## config.mk

```make
export PLATFORM = sky130hd
export DESIGN_NAME = braced_command_frame_parser_unit_flat
export DESIGN_NICKNAME = d
export VERILOG_FILES = /design/src/rtl/bcfp_pkg.sv /design/src/rtl/bcfp_if.sv /design/src/rtl/bcfp_parser.sv /design/src/rtl/bcfp_value.sv /design/src/rtl/braced_command_frame_parser_unit.sv /design/src/flat_wrapper.sv
export SDC_FILE = /design/constraint.sdc
export NUM_CORES = 1
export LEC_CHECK = 0
export BUFFER_PORTS_ARGS = -buffer_cell sky130_fd_sc_hd__buf_2
export CORE_MARGIN = 8
export CORE_UTILIZATION = 40
export DETAILED_ROUTE_END_ITERATION = 7
export SYNTH_ARGS = -nofsm -noshare
export SYNTH_HDL_FRONTEND = slang
export SYNTH_SLANG_ARGS = --single-unit
```

## constraint.sdc

```tcl
create_clock -name clk -period 12.16 [get_ports clk]
set_clock_uncertainty 0.05 [all_clocks]
set_input_delay 2.432 -clock clk [delete_from_list [all_inputs] [get_ports clk]]
set_output_delay 2.432 -clock clk [all_outputs]
set_load 0.02 [all_outputs]
```

## src/rtl/bcfp_pkg.sv

```systemverilog
// Shared types, byte codes and a helper function for the braced command frame parser.
package bcfp_pkg;

  localparam int INT_W        = 16;
  localparam int FRAC_W       = 17;
  localparam int RECIP_SHIFT  = 17;

  localparam logic [7:0] OPEN_BYTE   = 8'h7B;
  localparam logic [7:0] CLOSE_BYTE  = 8'h7D;
  localparam logic [7:0] REQ_BYTE    = 8'h50;
  localparam logic [7:0] SEL_LOW     = 8'h30;
  localparam logic [7:0] SEL_HIGH    = 8'h35;
  localparam logic [7:0] DIGIT_0     = 8'h30;
  localparam logic [7:0] DIGIT_9     = 8'h39;
  localparam logic [7:0] CHAR_PLUS   = 8'h2B;
  localparam logic [7:0] CHAR_MINUS  = 8'h2D;
  localparam logic [7:0] CHAR_POINT  = 8'h2E;
  localparam logic [7:0] CHAR_SPACE  = 8'h20;
  localparam logic [7:0] CHAR_TAB    = 8'h09;
  localparam logic [7:0] CHAR_CR     = 8'h0D;

  localparam logic [2:0]        MAX_FRAC_DIGITS = 3'd5;
  localparam logic [INT_W-1:0]  INT_CAP         = 16'hFFFF;
  localparam logic [FRAC_W-1:0] FRAC_SCALE      = 17'd100000;

  localparam logic KIND_UPDATE  = 1'b0;
  localparam logic KIND_REQUEST = 1'b1;

  typedef enum logic [1:0] {
    PH_BEFORE,
    PH_INT,
    PH_FRAC,
    PH_DONE
  } num_phase_t;

  // Frame summary handed from the parser to the value pipeline.
  // frac_digits holds the fraction scaled to five decimal places.
  typedef struct packed {
    logic              kind;
    logic [2:0]        target;
    logic              overflowed;
    logic              sign;
    logic [INT_W-1:0]  int_part;
    logic [FRAC_W-1:0] frac_digits;
  } bcfp_item_t;

  // Weight of the next fraction digit, given how many are already in.
  function automatic logic [FRAC_W-1:0] frac_weight(input logic [2:0] n);
    logic [FRAC_W-1:0] w;
    case (n)
      3'd0:    w = 17'd10000;
      3'd1:    w = 17'd1000;
      3'd2:    w = 17'd100;
      3'd3:    w = 17'd10;
      3'd4:    w = 17'd1;
      default: w = 17'd0;
    endcase
    return w;
  endfunction

endpackage

```

## src/rtl/bcfp_if.sv

```systemverilog
// Valid/ready stream interfaces for received bytes and parser results.
interface bcfp_byte_if;
  logic       valid;
  logic       ready;
  logic [7:0] rx_byte;

  modport source (output valid, output rx_byte, input ready);
  modport sink   (input valid, input rx_byte, output ready);
endinterface

interface bcfp_result_if;
  logic               valid;
  logic               ready;
  logic               kind;
  logic [2:0]         target;
  logic signed [31:0] value;
  logic               overflowed;

  modport source (output valid, output kind, output target, output value, output overflowed,
                  input ready);
  modport sink   (input valid, input kind, input target, input value, input overflowed,
                  output ready);
endinterface

```

## src/rtl/bcfp_parser.sv

```systemverilog
// Byte-level frame tracker and streaming decimal number scanner.
module bcfp_parser #(
  parameter int FRAME_BYTES  = 50,
  parameter int NUMBER_CHARS = 19
) (
  input  logic                clk,
  input  logic                rst,
  bcfp_byte_if.sink           rx,
  input  logic                room,
  output logic                item_valid,
  output bcfp_pkg::bcfp_item_t item
);
  import bcfp_pkg::*;

  localparam int CW  = $clog2(FRAME_BYTES + 1);
  localparam int NCW = $clog2(NUMBER_CHARS + 1);

  logic              in_frame, in_frame_next;
  logic [CW-1:0]     stored_count, stored_count_next;
  logic [7:0]        selector_byte, selector_byte_next;
  logic [7:0]        request_byte, request_byte_next;
  logic [7:0]        pending_byte, pending_byte_next;
  logic              number_sign, number_sign_next;
  logic [INT_W-1:0]  integer_part, integer_part_next;
  logic [FRAC_W-1:0] frac_digits, frac_digits_next;
  logic [2:0]        frac_count, frac_count_next;
  num_phase_t        number_phase, number_phase_next;
  logic [NCW-1:0]    number_chars, number_chars_next;
  logic              overflow_flag, overflow_flag_next;

  logic        take;
  logic [7:0]  c;
  logic [7:0]  p;
  logic [3:0]  p_digit;
  logic        p_is_digit;
  logic [19:0] int_acc;
  logic [20:0] frac_add;

  assign rx.ready = room;
  assign take     = rx.valid && room;
  assign c        = rx.rx_byte;
  assign p        = pending_byte;
  assign p_digit  = p[3:0];
  assign p_is_digit = (p inside {[DIGIT_0:DIGIT_9]});
  assign int_acc  = 20'(integer_part) * 20'd10 + 20'(p_digit);
  assign frac_add = 21'(p_digit) * 21'(frac_weight(frac_count));

  always_comb begin
    in_frame_next      = in_frame;
    stored_count_next  = stored_count;
    selector_byte_next = selector_byte;
    request_byte_next  = request_byte;
    pending_byte_next  = pending_byte;
    number_sign_next   = number_sign;
    integer_part_next  = integer_part;
    frac_digits_next   = frac_digits;
    frac_count_next    = frac_count;
    number_phase_next  = number_phase;
    number_chars_next  = number_chars;
    overflow_flag_next = overflow_flag;

    item_valid       = 1'b0;
    item.kind        = KIND_UPDATE;
    item.target      = 3'(selector_byte - SEL_LOW);
    item.overflowed  = overflow_flag;
    item.sign        = number_sign;
    item.int_part    = integer_part;
    item.frac_digits = frac_digits;

    if (take) begin
      if (c == CLOSE_BYTE) begin
        if (in_frame) begin
          if (request_byte == REQ_BYTE) begin
            item_valid       = 1'b1;
            item.kind        = KIND_REQUEST;
            item.target      = 3'd0;
            item.sign        = 1'b0;
            item.int_part    = '0;
            item.frac_digits = '0;
          end else if (selector_byte inside {[SEL_LOW:SEL_HIGH]}) begin
            item_valid = 1'b1;
          end
        end
        in_frame_next      = 1'b0;
        stored_count_next  = '0;
        selector_byte_next = '0;
        request_byte_next  = '0;
        pending_byte_next  = '0;
        number_sign_next   = 1'b0;
        integer_part_next  = '0;
        frac_digits_next   = '0;
        frac_count_next    = '0;
        number_phase_next  = PH_BEFORE;
        number_chars_next  = '0;
        overflow_flag_next = 1'b0;
      end else if (in_frame || c == OPEN_BYTE) begin
        in_frame_next = 1'b1;
        if (stored_count < CW'(FRAME_BYTES)) begin
          if (stored_count == CW'(1)) begin
            selector_byte_next = c;
          end
          if (stored_count == CW'(3)) begin
            request_byte_next = c;
          end
          // held-back byte enters the number once a later byte arrives
          if (stored_count >= CW'(4) && number_chars < NCW'(NUMBER_CHARS)) begin
            number_chars_next = number_chars + NCW'(1);
            case (number_phase)
              PH_BEFORE: begin
                if (p == CHAR_SPACE || (p inside {[CHAR_TAB:CHAR_CR]})) begin
                  number_phase_next = PH_BEFORE;
                end else if (p == CHAR_PLUS) begin
                  number_phase_next = PH_INT;
                end else if (p == CHAR_MINUS) begin
                  number_sign_next  = 1'b1;
                  number_phase_next = PH_INT;
                end else if (p_is_digit) begin
                  integer_part_next = INT_W'(p_digit);
                  number_phase_next = PH_INT;
                end else if (p == CHAR_POINT) begin
                  number_phase_next = PH_FRAC;
                end else begin
                  number_phase_next = PH_DONE;
                end
              end
              PH_INT: begin
                if (p_is_digit) begin
                  integer_part_next = (int_acc > 20'(INT_CAP)) ? INT_CAP : int_acc[INT_W-1:0];
                end else if (p == CHAR_POINT) begin
                  number_phase_next = PH_FRAC;
                end else begin
                  number_phase_next = PH_DONE;
                end
              end
              PH_FRAC: begin
                if (p_is_digit) begin
                  if (frac_count < MAX_FRAC_DIGITS) begin
                    frac_digits_next = frac_digits + FRAC_W'(frac_add);
                    frac_count_next  = frac_count + 3'd1;
                  end
                end else begin
                  number_phase_next = PH_DONE;
                end
              end
              default: begin
                number_phase_next = number_phase;
              end
            endcase
          end
          pending_byte_next = c;
          stored_count_next = stored_count + CW'(1);
        end else begin
          overflow_flag_next = 1'b1;
        end
      end
    end
  end

  always_ff @(posedge clk) begin
    if (rst) begin
      in_frame      <= 1'b0;
      stored_count  <= '0;
      selector_byte <= '0;
      request_byte  <= '0;
      pending_byte  <= '0;
      number_sign   <= 1'b0;
      integer_part  <= '0;
      frac_digits   <= '0;
      frac_count    <= '0;
      number_phase  <= PH_BEFORE;
      number_chars  <= '0;
      overflow_flag <= 1'b0;
    end else begin
      in_frame      <= in_frame_next;
      stored_count  <= stored_count_next;
      selector_byte <= selector_byte_next;
      request_byte  <= request_byte_next;
      pending_byte  <= pending_byte_next;
      number_sign   <= number_sign_next;
      integer_part  <= integer_part_next;
      frac_digits   <= frac_digits_next;
      frac_count    <= frac_count_next;
      number_phase  <= number_phase_next;
      number_chars  <= number_chars_next;
      overflow_flag <= overflow_flag_next;
    end
  end

endmodule

```

## src/rtl/bcfp_value.sv

```systemverilog
// Fixed-point conversion pipeline: fraction scaling, saturation and result register.
module bcfp_value #(
  parameter int FRAC_BITS = 16
) (
  input  logic                 clk,
  input  logic                 rst,
  input  logic                 in_valid,
  input  bcfp_pkg::bcfp_item_t in_item,
  output logic                 in_ready,
  bcfp_result_if.source        tx
);
  import bcfp_pkg::*;

  // fraction = floor(frac_digits * 2^FRAC_BITS / 100000), via reciprocal plus one-step fix
  localparam int MW   = FRAC_BITS + 1;
  localparam int PW   = FRAC_W + MW;
  localparam int CKW  = MW + FRAC_W;
  localparam int MAGW = INT_W + FRAC_BITS;
  localparam logic [MW-1:0] RECIP =
    MW'(((64'd1 << (FRAC_BITS + RECIP_SHIFT)) + 64'(FRAC_SCALE) - 64'd1) / 64'(FRAC_SCALE));

  logic en1, en2, en3, en4, en5;

  logic       v1;
  bcfp_item_t it1;

  logic          v2;
  bcfp_item_t    it2;
  logic [PW-1:0] prod2;

  logic           v3;
  bcfp_item_t     it3;
  logic [MW-1:0]  qe3;
  logic [CKW-1:0] chk3;

  logic            v4;
  logic            kind4;
  logic [2:0]      target4;
  logic            ovf4;
  logic            sign4;
  logic [MAGW-1:0] mag4;

  logic               v5;
  logic               kind5;
  logic [2:0]         target5;
  logic               ovf5;
  logic signed [31:0] value5;

  logic [CKW-1:0]       num3;
  logic [FRAC_BITS-1:0] q3;
  logic [63:0]          mag64;
  logic [31:0]          sat4;

  assign en5 = !v5 || tx.ready;
  assign en4 = !v4 || en5;
  assign en3 = !v3 || en4;
  assign en2 = !v2 || en3;
  assign en1 = !v1 || en2;
  assign in_ready = en1;

  assign num3 = CKW'({it3.frac_digits, {FRAC_BITS{1'b0}}});
  assign q3   = (chk3 > num3) ? FRAC_BITS'(qe3 - MW'(1)) : FRAC_BITS'(qe3);

  assign mag64 = 64'(mag4);
  always_comb begin
    if (sign4) begin
      sat4 = (mag64 >= 64'h8000_0000) ? 32'h8000_0000 : 32'(32'd0 - mag64[31:0]);
    end else begin
      sat4 = (mag64 > 64'h7FFF_FFFF) ? 32'h7FFF_FFFF : mag64[31:0];
    end
  end

  always_ff @(posedge clk) begin
    if (rst) begin
      v1 <= 1'b0;
      v2 <= 1'b0;
      v3 <= 1'b0;
      v4 <= 1'b0;
      v5 <= 1'b0;
    end else begin
      if (en1) v1 <= in_valid;
      if (en2) v2 <= v1;
      if (en3) v3 <= v2;
      if (en4) v4 <= v3;
      if (en5) v5 <= v4;
    end
  end

  always_ff @(posedge clk) begin
    if (en1) begin
      it1 <= in_item;
    end
    if (en2) begin
      it2   <= it1;
      prod2 <= PW'(it1.frac_digits) * PW'(RECIP);
    end
    if (en3) begin
      it3  <= it2;
      qe3  <= prod2[PW-1:RECIP_SHIFT];
      chk3 <= CKW'(prod2[PW-1:RECIP_SHIFT]) * CKW'(FRAC_SCALE);
    end
    if (en4) begin
      kind4   <= it3.kind;
      target4 <= it3.target;
      ovf4    <= it3.overflowed;
      sign4   <= it3.sign;
      mag4    <= {it3.int_part, q3};
    end
    if (en5) begin
      kind5   <= kind4;
      target5 <= target4;
      ovf5    <= ovf4;
      value5  <= sat4;
    end
  end

  assign tx.valid      = v5;
  assign tx.kind       = kind5;
  assign tx.target     = target5;
  assign tx.value      = value5;
  assign tx.overflowed = ovf5;

endmodule

```

## src/rtl/braced_command_frame_parser_unit.sv

```systemverilog
// Top level of the braced command frame parser.
//
// rx carries one received byte per beat; cmd carries one command per beat
// (kind, target, value in signed fixed point with FRAC_BITS fraction bits,
// overflowed). Both are valid/ready; a beat moves when both are high.
// A byte is taken every cycle while the value pipeline has room in its
// first stage; bytes that do not close a frame never occupy the pipeline.
// A closing brace that yields a command enters a five-register pipeline
// (frame summary, reciprocal multiply, correction multiply, fraction fix,
// saturation into the output register) before the command shows on cmd.
// Sustained rate is one byte per cycle while cmd is not stalled.
// When cmd is stalled, commands queue in the pipeline stages, and rx ready
// drops only once the first stage holds a command that cannot move on.
// Synchronous reset clears the frame state and all pipeline valid flags;
// the block is ready for bytes in the first cycle after reset.
module braced_command_frame_parser_unit #(
  parameter int FRAME_BYTES  = 50,
  parameter int NUMBER_CHARS = 19,
  parameter int FRAC_BITS    = 16
) (
  input  logic          clk,
  input  logic          rst,
  bcfp_byte_if.sink     rx,
  bcfp_result_if.source cmd
);
  import bcfp_pkg::*;

  logic       room;
  logic       item_valid;
  bcfp_item_t item;

  bcfp_parser #(
    .FRAME_BYTES  (FRAME_BYTES),
    .NUMBER_CHARS (NUMBER_CHARS)
  ) u_parser (
    .clk        (clk),
    .rst        (rst),
    .rx         (rx),
    .room       (room),
    .item_valid (item_valid),
    .item       (item)
  );

  bcfp_value #(
    .FRAC_BITS (FRAC_BITS)
  ) u_value (
    .clk      (clk),
    .rst      (rst),
    .in_valid (item_valid),
    .in_item  (item),
    .in_ready (room),
    .tx       (cmd)
  );

endmodule
```

## src/flat_wrapper.sv

```systemverilog
// flat-port wrapper written by rule: the top's interface ports become plain ports
module braced_command_frame_parser_unit_flat import bcfp_pkg::*;
#(
  parameter int FRAME_BYTES  = 50,
  parameter int NUMBER_CHARS = 19,
  parameter int FRAC_BITS    = 16
)
  (clk, rst, rx_valid, rx_rx_byte, rx_ready, cmd_valid, cmd_kind, cmd_target, cmd_value, cmd_overflowed, cmd_ready);
  bcfp_byte_if rx_i ();
  bcfp_result_if cmd_i ();
  input  logic clk;
  input  logic rst;
  input wire logic [$bits(rx_i.valid)-1:0] rx_valid;
  input wire logic [$bits(rx_i.rx_byte)-1:0] rx_rx_byte;
  output wire logic [$bits(rx_i.ready)-1:0] rx_ready;
  output wire logic [$bits(cmd_i.valid)-1:0] cmd_valid;
  output wire logic [$bits(cmd_i.kind)-1:0] cmd_kind;
  output wire logic [$bits(cmd_i.target)-1:0] cmd_target;
  output wire logic [$bits(cmd_i.value)-1:0] cmd_value;
  output wire logic [$bits(cmd_i.overflowed)-1:0] cmd_overflowed;
  input wire logic [$bits(cmd_i.ready)-1:0] cmd_ready;
  assign rx_i.valid = rx_valid;
  assign rx_i.rx_byte = rx_rx_byte;
  assign rx_ready = rx_i.ready;
  assign cmd_valid = cmd_i.valid;
  assign cmd_kind = cmd_i.kind;
  assign cmd_target = cmd_i.target;
  assign cmd_value = cmd_i.value;
  assign cmd_overflowed = cmd_i.overflowed;
  assign cmd_i.ready = cmd_ready;
  braced_command_frame_parser_unit #(.FRAME_BYTES(FRAME_BYTES), .NUMBER_CHARS(NUMBER_CHARS), .FRAC_BITS(FRAC_BITS)) u_core (.clk(clk), .rst(rst), .rx(rx_i), .cmd(cmd_i));
endmodule
```

======== Yosys cells after proc, flatten, opt, wreduce, memory -nomap -nowiden ========
Index checks and enable logic that the tools add are counted.
W data, S select, Z words.
storage, ports and cells
  flip-flop bits (word level) ............. 350
  output and inout port bits .............. 39
  word-level logic and storage cells ...... 226
cells by class
  add/sub/neg operators ................... 8
  multipliers ............................. 4
  $lt $le $gt $ge ......................... 14
  equal/unequal tests ..................... 25
  mux-type cells .......................... 86
  reduce and logical (&&, ||, !) cells .... 42
operators by type and width
  kind                      number
  $mux W16                  11
  $mux W34                  4
  $mux W17                  7
  $mux W32                  3
  $mux W8                   11
  $pmux W14 S5              1
  $gt A34 B33 Y1            1
  $eq A8 B6 Y1 const B      4
  $ge A32 B32 Y1 const B    1
  $gt A32 B31 Y1 const B    1
  $mul A17 B15 Y32 const B  1
  $pmux W16 S2              1
  $sub A1 B32 Y32 const A   1
  $mux W3                   10
  $mul A17 B12 Y29 const B  1
  $eq A8 B7 Y1 const B      3
  $ne A3 B3 Y1 const B      7
  $add A20 B4 Y20           1
  $gt A20 B16 Y1 const B    1
  $mux W2                   10
  $mux W5                   4
  $reduce_bool A2 Y1        10
  $mul A16 B3 Y19 const B   1
  $mux W1                   19
  other kinds (39)          65

======== Logic depth before layout (Yosys ltp) ========
  depth after elaboration ................. 11
  depth in mapped cells ................... 23

======== Cells and area by module ========
Synthesis repeated with hierarchy kept, for this count alone.
second synthesis, totals
  cell total of the unflattened synthesis .. 2189
  area total of the unflattened synthesis .. 24398.4 um^2
modules (own cells, without submodules)
  module       times used  cells an instance  area each (um^2)  seq. area each (um^2)
  bcfp_value   1           1347               17529.3           7667.4
  bcfp_parser  1           842                6869.1            1521.5

======== Least setup slack after synthesis ========
No wires, ideal clock.
  path kind ............................... input -> output
  from .................................... input cmd_ready
  to ...................................... output rx_ready
  data arrival time ....................... 4.048 ns
  path slack .............................. 5.630 ns
  stages .................................. 3
  path buffers ............................ 0
  path through ............................ nor2b_1 inv_1 or2_2
between the ends
  cells in the longest elaborated chain, start to end .. 5
RTL lines
  element                 RTL line            RTL
  start, declared         flat_wrapper.sv:21  input wire logic [$bits(cmd_i.ready)-1:0] cmd_ready;
  $logic_or A1 B1 Y1      bcfp_value.sv:54    assign en5 = !v5 || tx.ready;
  via u_core.u_value.en5  bcfp_value.sv:22    logic en1, en2, en3, en4, en5;
  $logic_or A1 B1 Y1      bcfp_value.sv:55    assign en4 = !v4 || en5;
  $logic_or A1 B1 Y1      bcfp_value.sv:56    assign en3 = !v3 || en4;
  $logic_or A1 B1 Y1      bcfp_value.sv:57    assign en2 = !v2 || en3;
  $logic_or A1 B1 Y1      bcfp_value.sv:58    assign en1 = !v1 || en2;
  end, declared           flat_wrapper.sv:15  output wire logic [$bits(rx_i.ready)-1:0] rx_ready;
The timed path passes the listed nets, and every way through them passes these cells.

======== Worst setup path after layout ========
  from .................................... register u_core.u_value.it1[2] (netlist name)
  to ...................................... register u_core.u_value.prod2[33] (data pin)
between the ends
  cells in the longest elaborated chain, start to end .. 1
RTL lines
  element                 RTL line          RTL
  start, declared         bcfp_value.sv:25  bcfp_item_t it1;
  start signal, assigned  bcfp_value.sv:91  it1 <= in_item;
  $mul A17 B15 Y32        bcfp_value.sv:95  prod2 <= PW'(it1.frac_digits) * PW'(RECIP);
  end signal, assigned    bcfp_value.sv:95
  end, declared           bcfp_value.sv:29  logic [PW-1:0] prod2;
No other way between the ends.
A chain may end at the register's enable or synchronous reset.

==> key figures <==
Logic synthesis
  – Area leader, netlist: edfxtp_1
  – Synth Register Bits: 333
  – Dominant synthesized flop cell: edfxtp_1
  – Yosys cell types: 74
  – Share of the synthesized area in the top cell type: 31.2%
  – Syn nets: 2733
  – Post-synth ARST share: 0%
  – Synth Warn #: 0
  – Largest cells by area after synthesis: edfxtp_1 31%, ha_1 17%, fa_1 14%
  – Seq/Total Area, Yosys: 37.9%
  – Number of synthesized flops with an enable pin: 252
  – Mapped Area: 0.0243 mm^2
  – Synth Area per Inst: 11.0 um^2
  – Mapped Cells: 2213

STA
  – Final hold vios: 0
  – Tcrit/Tclk final: 53.5%
  – Max_slew headroom: 35.2%
  – Max Slew Vio Count: 0
  – Post-layout min period: 6500 ps
  – Worst-Margin Slew: 971 ps
  – Final setup fails: 0
  – Setup TNS: 0 ps
  – Unrepaired setup endpoints after global routing: no
  – Achievable Freq: 0.154 GHz

Cells and area
  – Commonest non-fill, non-tap cell in the layout: inv_1
  – Diodes inserted: 0
  – Fill cells: 5607
  – Most frequent cells in the layout: 367 x inv_1, 334 x ha_1, 252 x edfxtp_1
  – Layout cell share with drive strength beyond 1: 6.79%
  – Post-Route Utilization: 44.3%
  – Nets@finish: 2791
  – Synth-to-layout area growth: 9.87%

Die
  – Initial core utilization: 40.3%
  – Rows: 90
  – Core Box Area: 0.0601 mm^2
  – Die height: 262 um
  – I/O pin count: 51
  – Die ar.: 0.0688 mm^2
  – Die W: 262 um

Clock tree
  – CTS Root Cell: clkbuf_16
  – CTS tree: yes
  – Hold buffer count at cts: 0
  – Clock sink total: 333
  – CTS buffer count: 37
  – Post-CTS setup buffers: 0
  – CTS H-Tree Depth: 2
  – CTS Buffer Depth: 3
  – Post-CTS sizing: 0
  – Clock-pin slew on the worst setup and hold paths: 60 ps
  – Clock Latency Late Sink: 560 ps

Drt
  – DRT Pass-1 Iters: 5
  – Final WL: 49.2 mm
  – DRC viols: 0
  – WL per Instance: 16.0 um
  – Average via count per standard cell: 5.10
  – Post-DRT Antenna Nets: 0
  – Via count: 15700
  – Initial DRC Count: 695

Outcome
  – Status: finished, final reports clean

Setup path
  – Worst setup SP type: register
  – WP data arrival: 6750 ps
  – Nature of the critical path endpoint: register
  – Setup CP Type: reg -> reg
  – Worst EP required: 12410 ps
  – CP Max Fanout: 9

Global routing
  – Remaining Overflow, GRT: 0
  – Global-route wire length before repair: 82.6 mm
  – Pin count of the biggest net entering global routing: 72
  – Number of global-route vias before repair: 16400
  – Gr usage total: 14.4%
  – Initial antenna violation count: 0

Pwr
  – Tot Pwr: 2.36 mW
  – P per Cell Area: 88.4 mW/mm^2
  – Worst vdd ir: 93.4 uV
  – Leak pwr: 13.7 nW

Place
  – Placer Congestion: 0.856
  – Final HPWL DP: 38.5 mm
  – Port bufs: 50

Job
  – Max Cap Violations: 0

Min path
  – HP Class: reg -> reg
==> worst paths after layout <==
kind                                       startpoint                       end  slack [ps]  cells past startpoint
worst max register to register  u_core.u_value.it1[2]  u_core.u_value.prod2[33]        5660                     19
worst min-delay path            u_core.u_value.it2[7]     u_core.u_value.it3[7]         370                      0
worst min register to register  u_core.u_value.it2[7]     u_core.u_value.it3[7]         370                      0
worst max-delay path            u_core.u_value.it1[2]  u_core.u_value.prod2[33]        5660                     19
==> metrics by stage <==
step	hold slack, ps	cells	cell area (um^2)	worst slack [ps]
2_1_floorplan	350	2213	24300	5630
3_3_place_gp	352	3014	25400	5580
3_5_place_dp	355	3014	25400	5490
4_1_cts	368	3080	26600	5490
5_1_grt	372	3080	26600	5120
6_report	367	3080	26600	5660
==> synth_stat cells, types with 5 or more instances <==
| cell type | n |
|---|---|
| a211o_1 | 7 |
| a211oi_1 | 24 |
| a21o_1 | 44 |
| a21oi_1 | 106 |
| a221oi_1 | 12 |
| a22oi_1 | 33 |
| a31o_2 | 5 |
| a31oi_1 | 14 |
| and2_1 | 42 |
| and3_1 | 10 |
| clkbuf_1 | 38 |
| dfxtp_1 | 81 |
| edfxtp_1 | 252 |
| fa_1 | 174 |
| ha_1 | 334 |
| inv_1 | 368 |
| mux2i_1 | 6 |
| nand2_1 | 93 |
| nand2b_1 | 15 |
| nand3_1 | 20 |
| nand4_1 | 20 |
| nand4b_1 | 5 |
| nor2_1 | 155 |
| nor2b_1 | 21 |
| nor3_1 | 46 |
| nor3b_1 | 5 |
| nor4_1 | 16 |
| o211ai_1 | 6 |
| o21a_1 | 14 |
| o21ai_0 | 29 |
| o22ai_1 | 12 |
| o311ai_0 | 5 |
| or2_2 | 14 |
| or3_1 | 22 |
| or4_1 | 6 |
| xnor2_1 | 58 |
| xor2_1 | 31 |
==> power breakdown <==
part / switching, mW / total (mW) / internal [mW]
logic: 0.0105 / 0.0140 / 0.00347
clock network: 0.466 / 1.14 / 0.669
registers: 0.000335 / 1.21 / 1.21
total: 0.476 / 2.36 / 1.88
==> layer usage <==
metal | vias up | share of wire [%] | GRT usage, %
met5 | - | 0 | 0
met4 | 0 | 2.8 | 4.89
met3 | 76 | 3.0 | 1.88
met2 | 264 | 48 | 24.4
met1 | 7588 | 47 | 18.8
li1 | 7794 | - | -
==> flip-flops by register name, summed over array words and instances (netlist names), 2 cells and up <==
register	cells
u_core.u_parser.stored_count	6
u_core.u_value.tx.value	32
u_core.u_parser.number_phase	2
u_core.u_value.target4	3
u_core.u_parser.frac_digits	17
u_core.u_value.qe3	16
u_core.u_value.it3	39
u_core.u_parser.p	8
u_core.u_value.it1	39
u_core.u_value.prod2	17
u_core.u_value.tx.target	3
u_core.u_parser.integer_part	16
u_core.u_parser.frac_count	3
u_core.u_value.chk3	27
u_core.u_parser.request_byte	8
u_core.u_parser.selector_byte	8
u_core.u_value.mag4	32
u_core.u_parser.number_chars	5
u_core.u_value.it2	39
==> critical path: stages (launching register included) <==
cell	delay (ps)
edfxtp_1	580
inv_1	160
fa_1	520
inv_1	40
ha_1	200
fa_1	530
inv_1	50
fa_1	470
fa_1	510
fa_1	510
inv_1	40
ha_1	230
or2_2	280
o311ai_0	590
a21oi_1	220
o311ai_0	550
o211ai_1	180
a31o_2	280
a21oi_1	170
xnor2_1	80
==> kinds of logic after synthesis <==
kind of cell    Yosys count  synth area share, %
buf+inv                 410                 6.35
simple gates            510                 10.6
flops                   333                 37.9
mux                      11                0.495
xor+xnor                 89                 3.21
fa+ha+maj               508                 31.6
compound gates          352                 9.81
==> cell type report <==
class	count	area [um^2]	area share, %
clock inverters	21	245	0.920
inverters	368	1380	5.19
flip-flops and latches	333	9190	34.5
multi-input cells	1470	13500	50.8
well taps	782	978	3.67
clock buffers	45	987	3.70
repair buffers	61	333	1.25
Note: power is estimated with default switching activity, not from simulation.
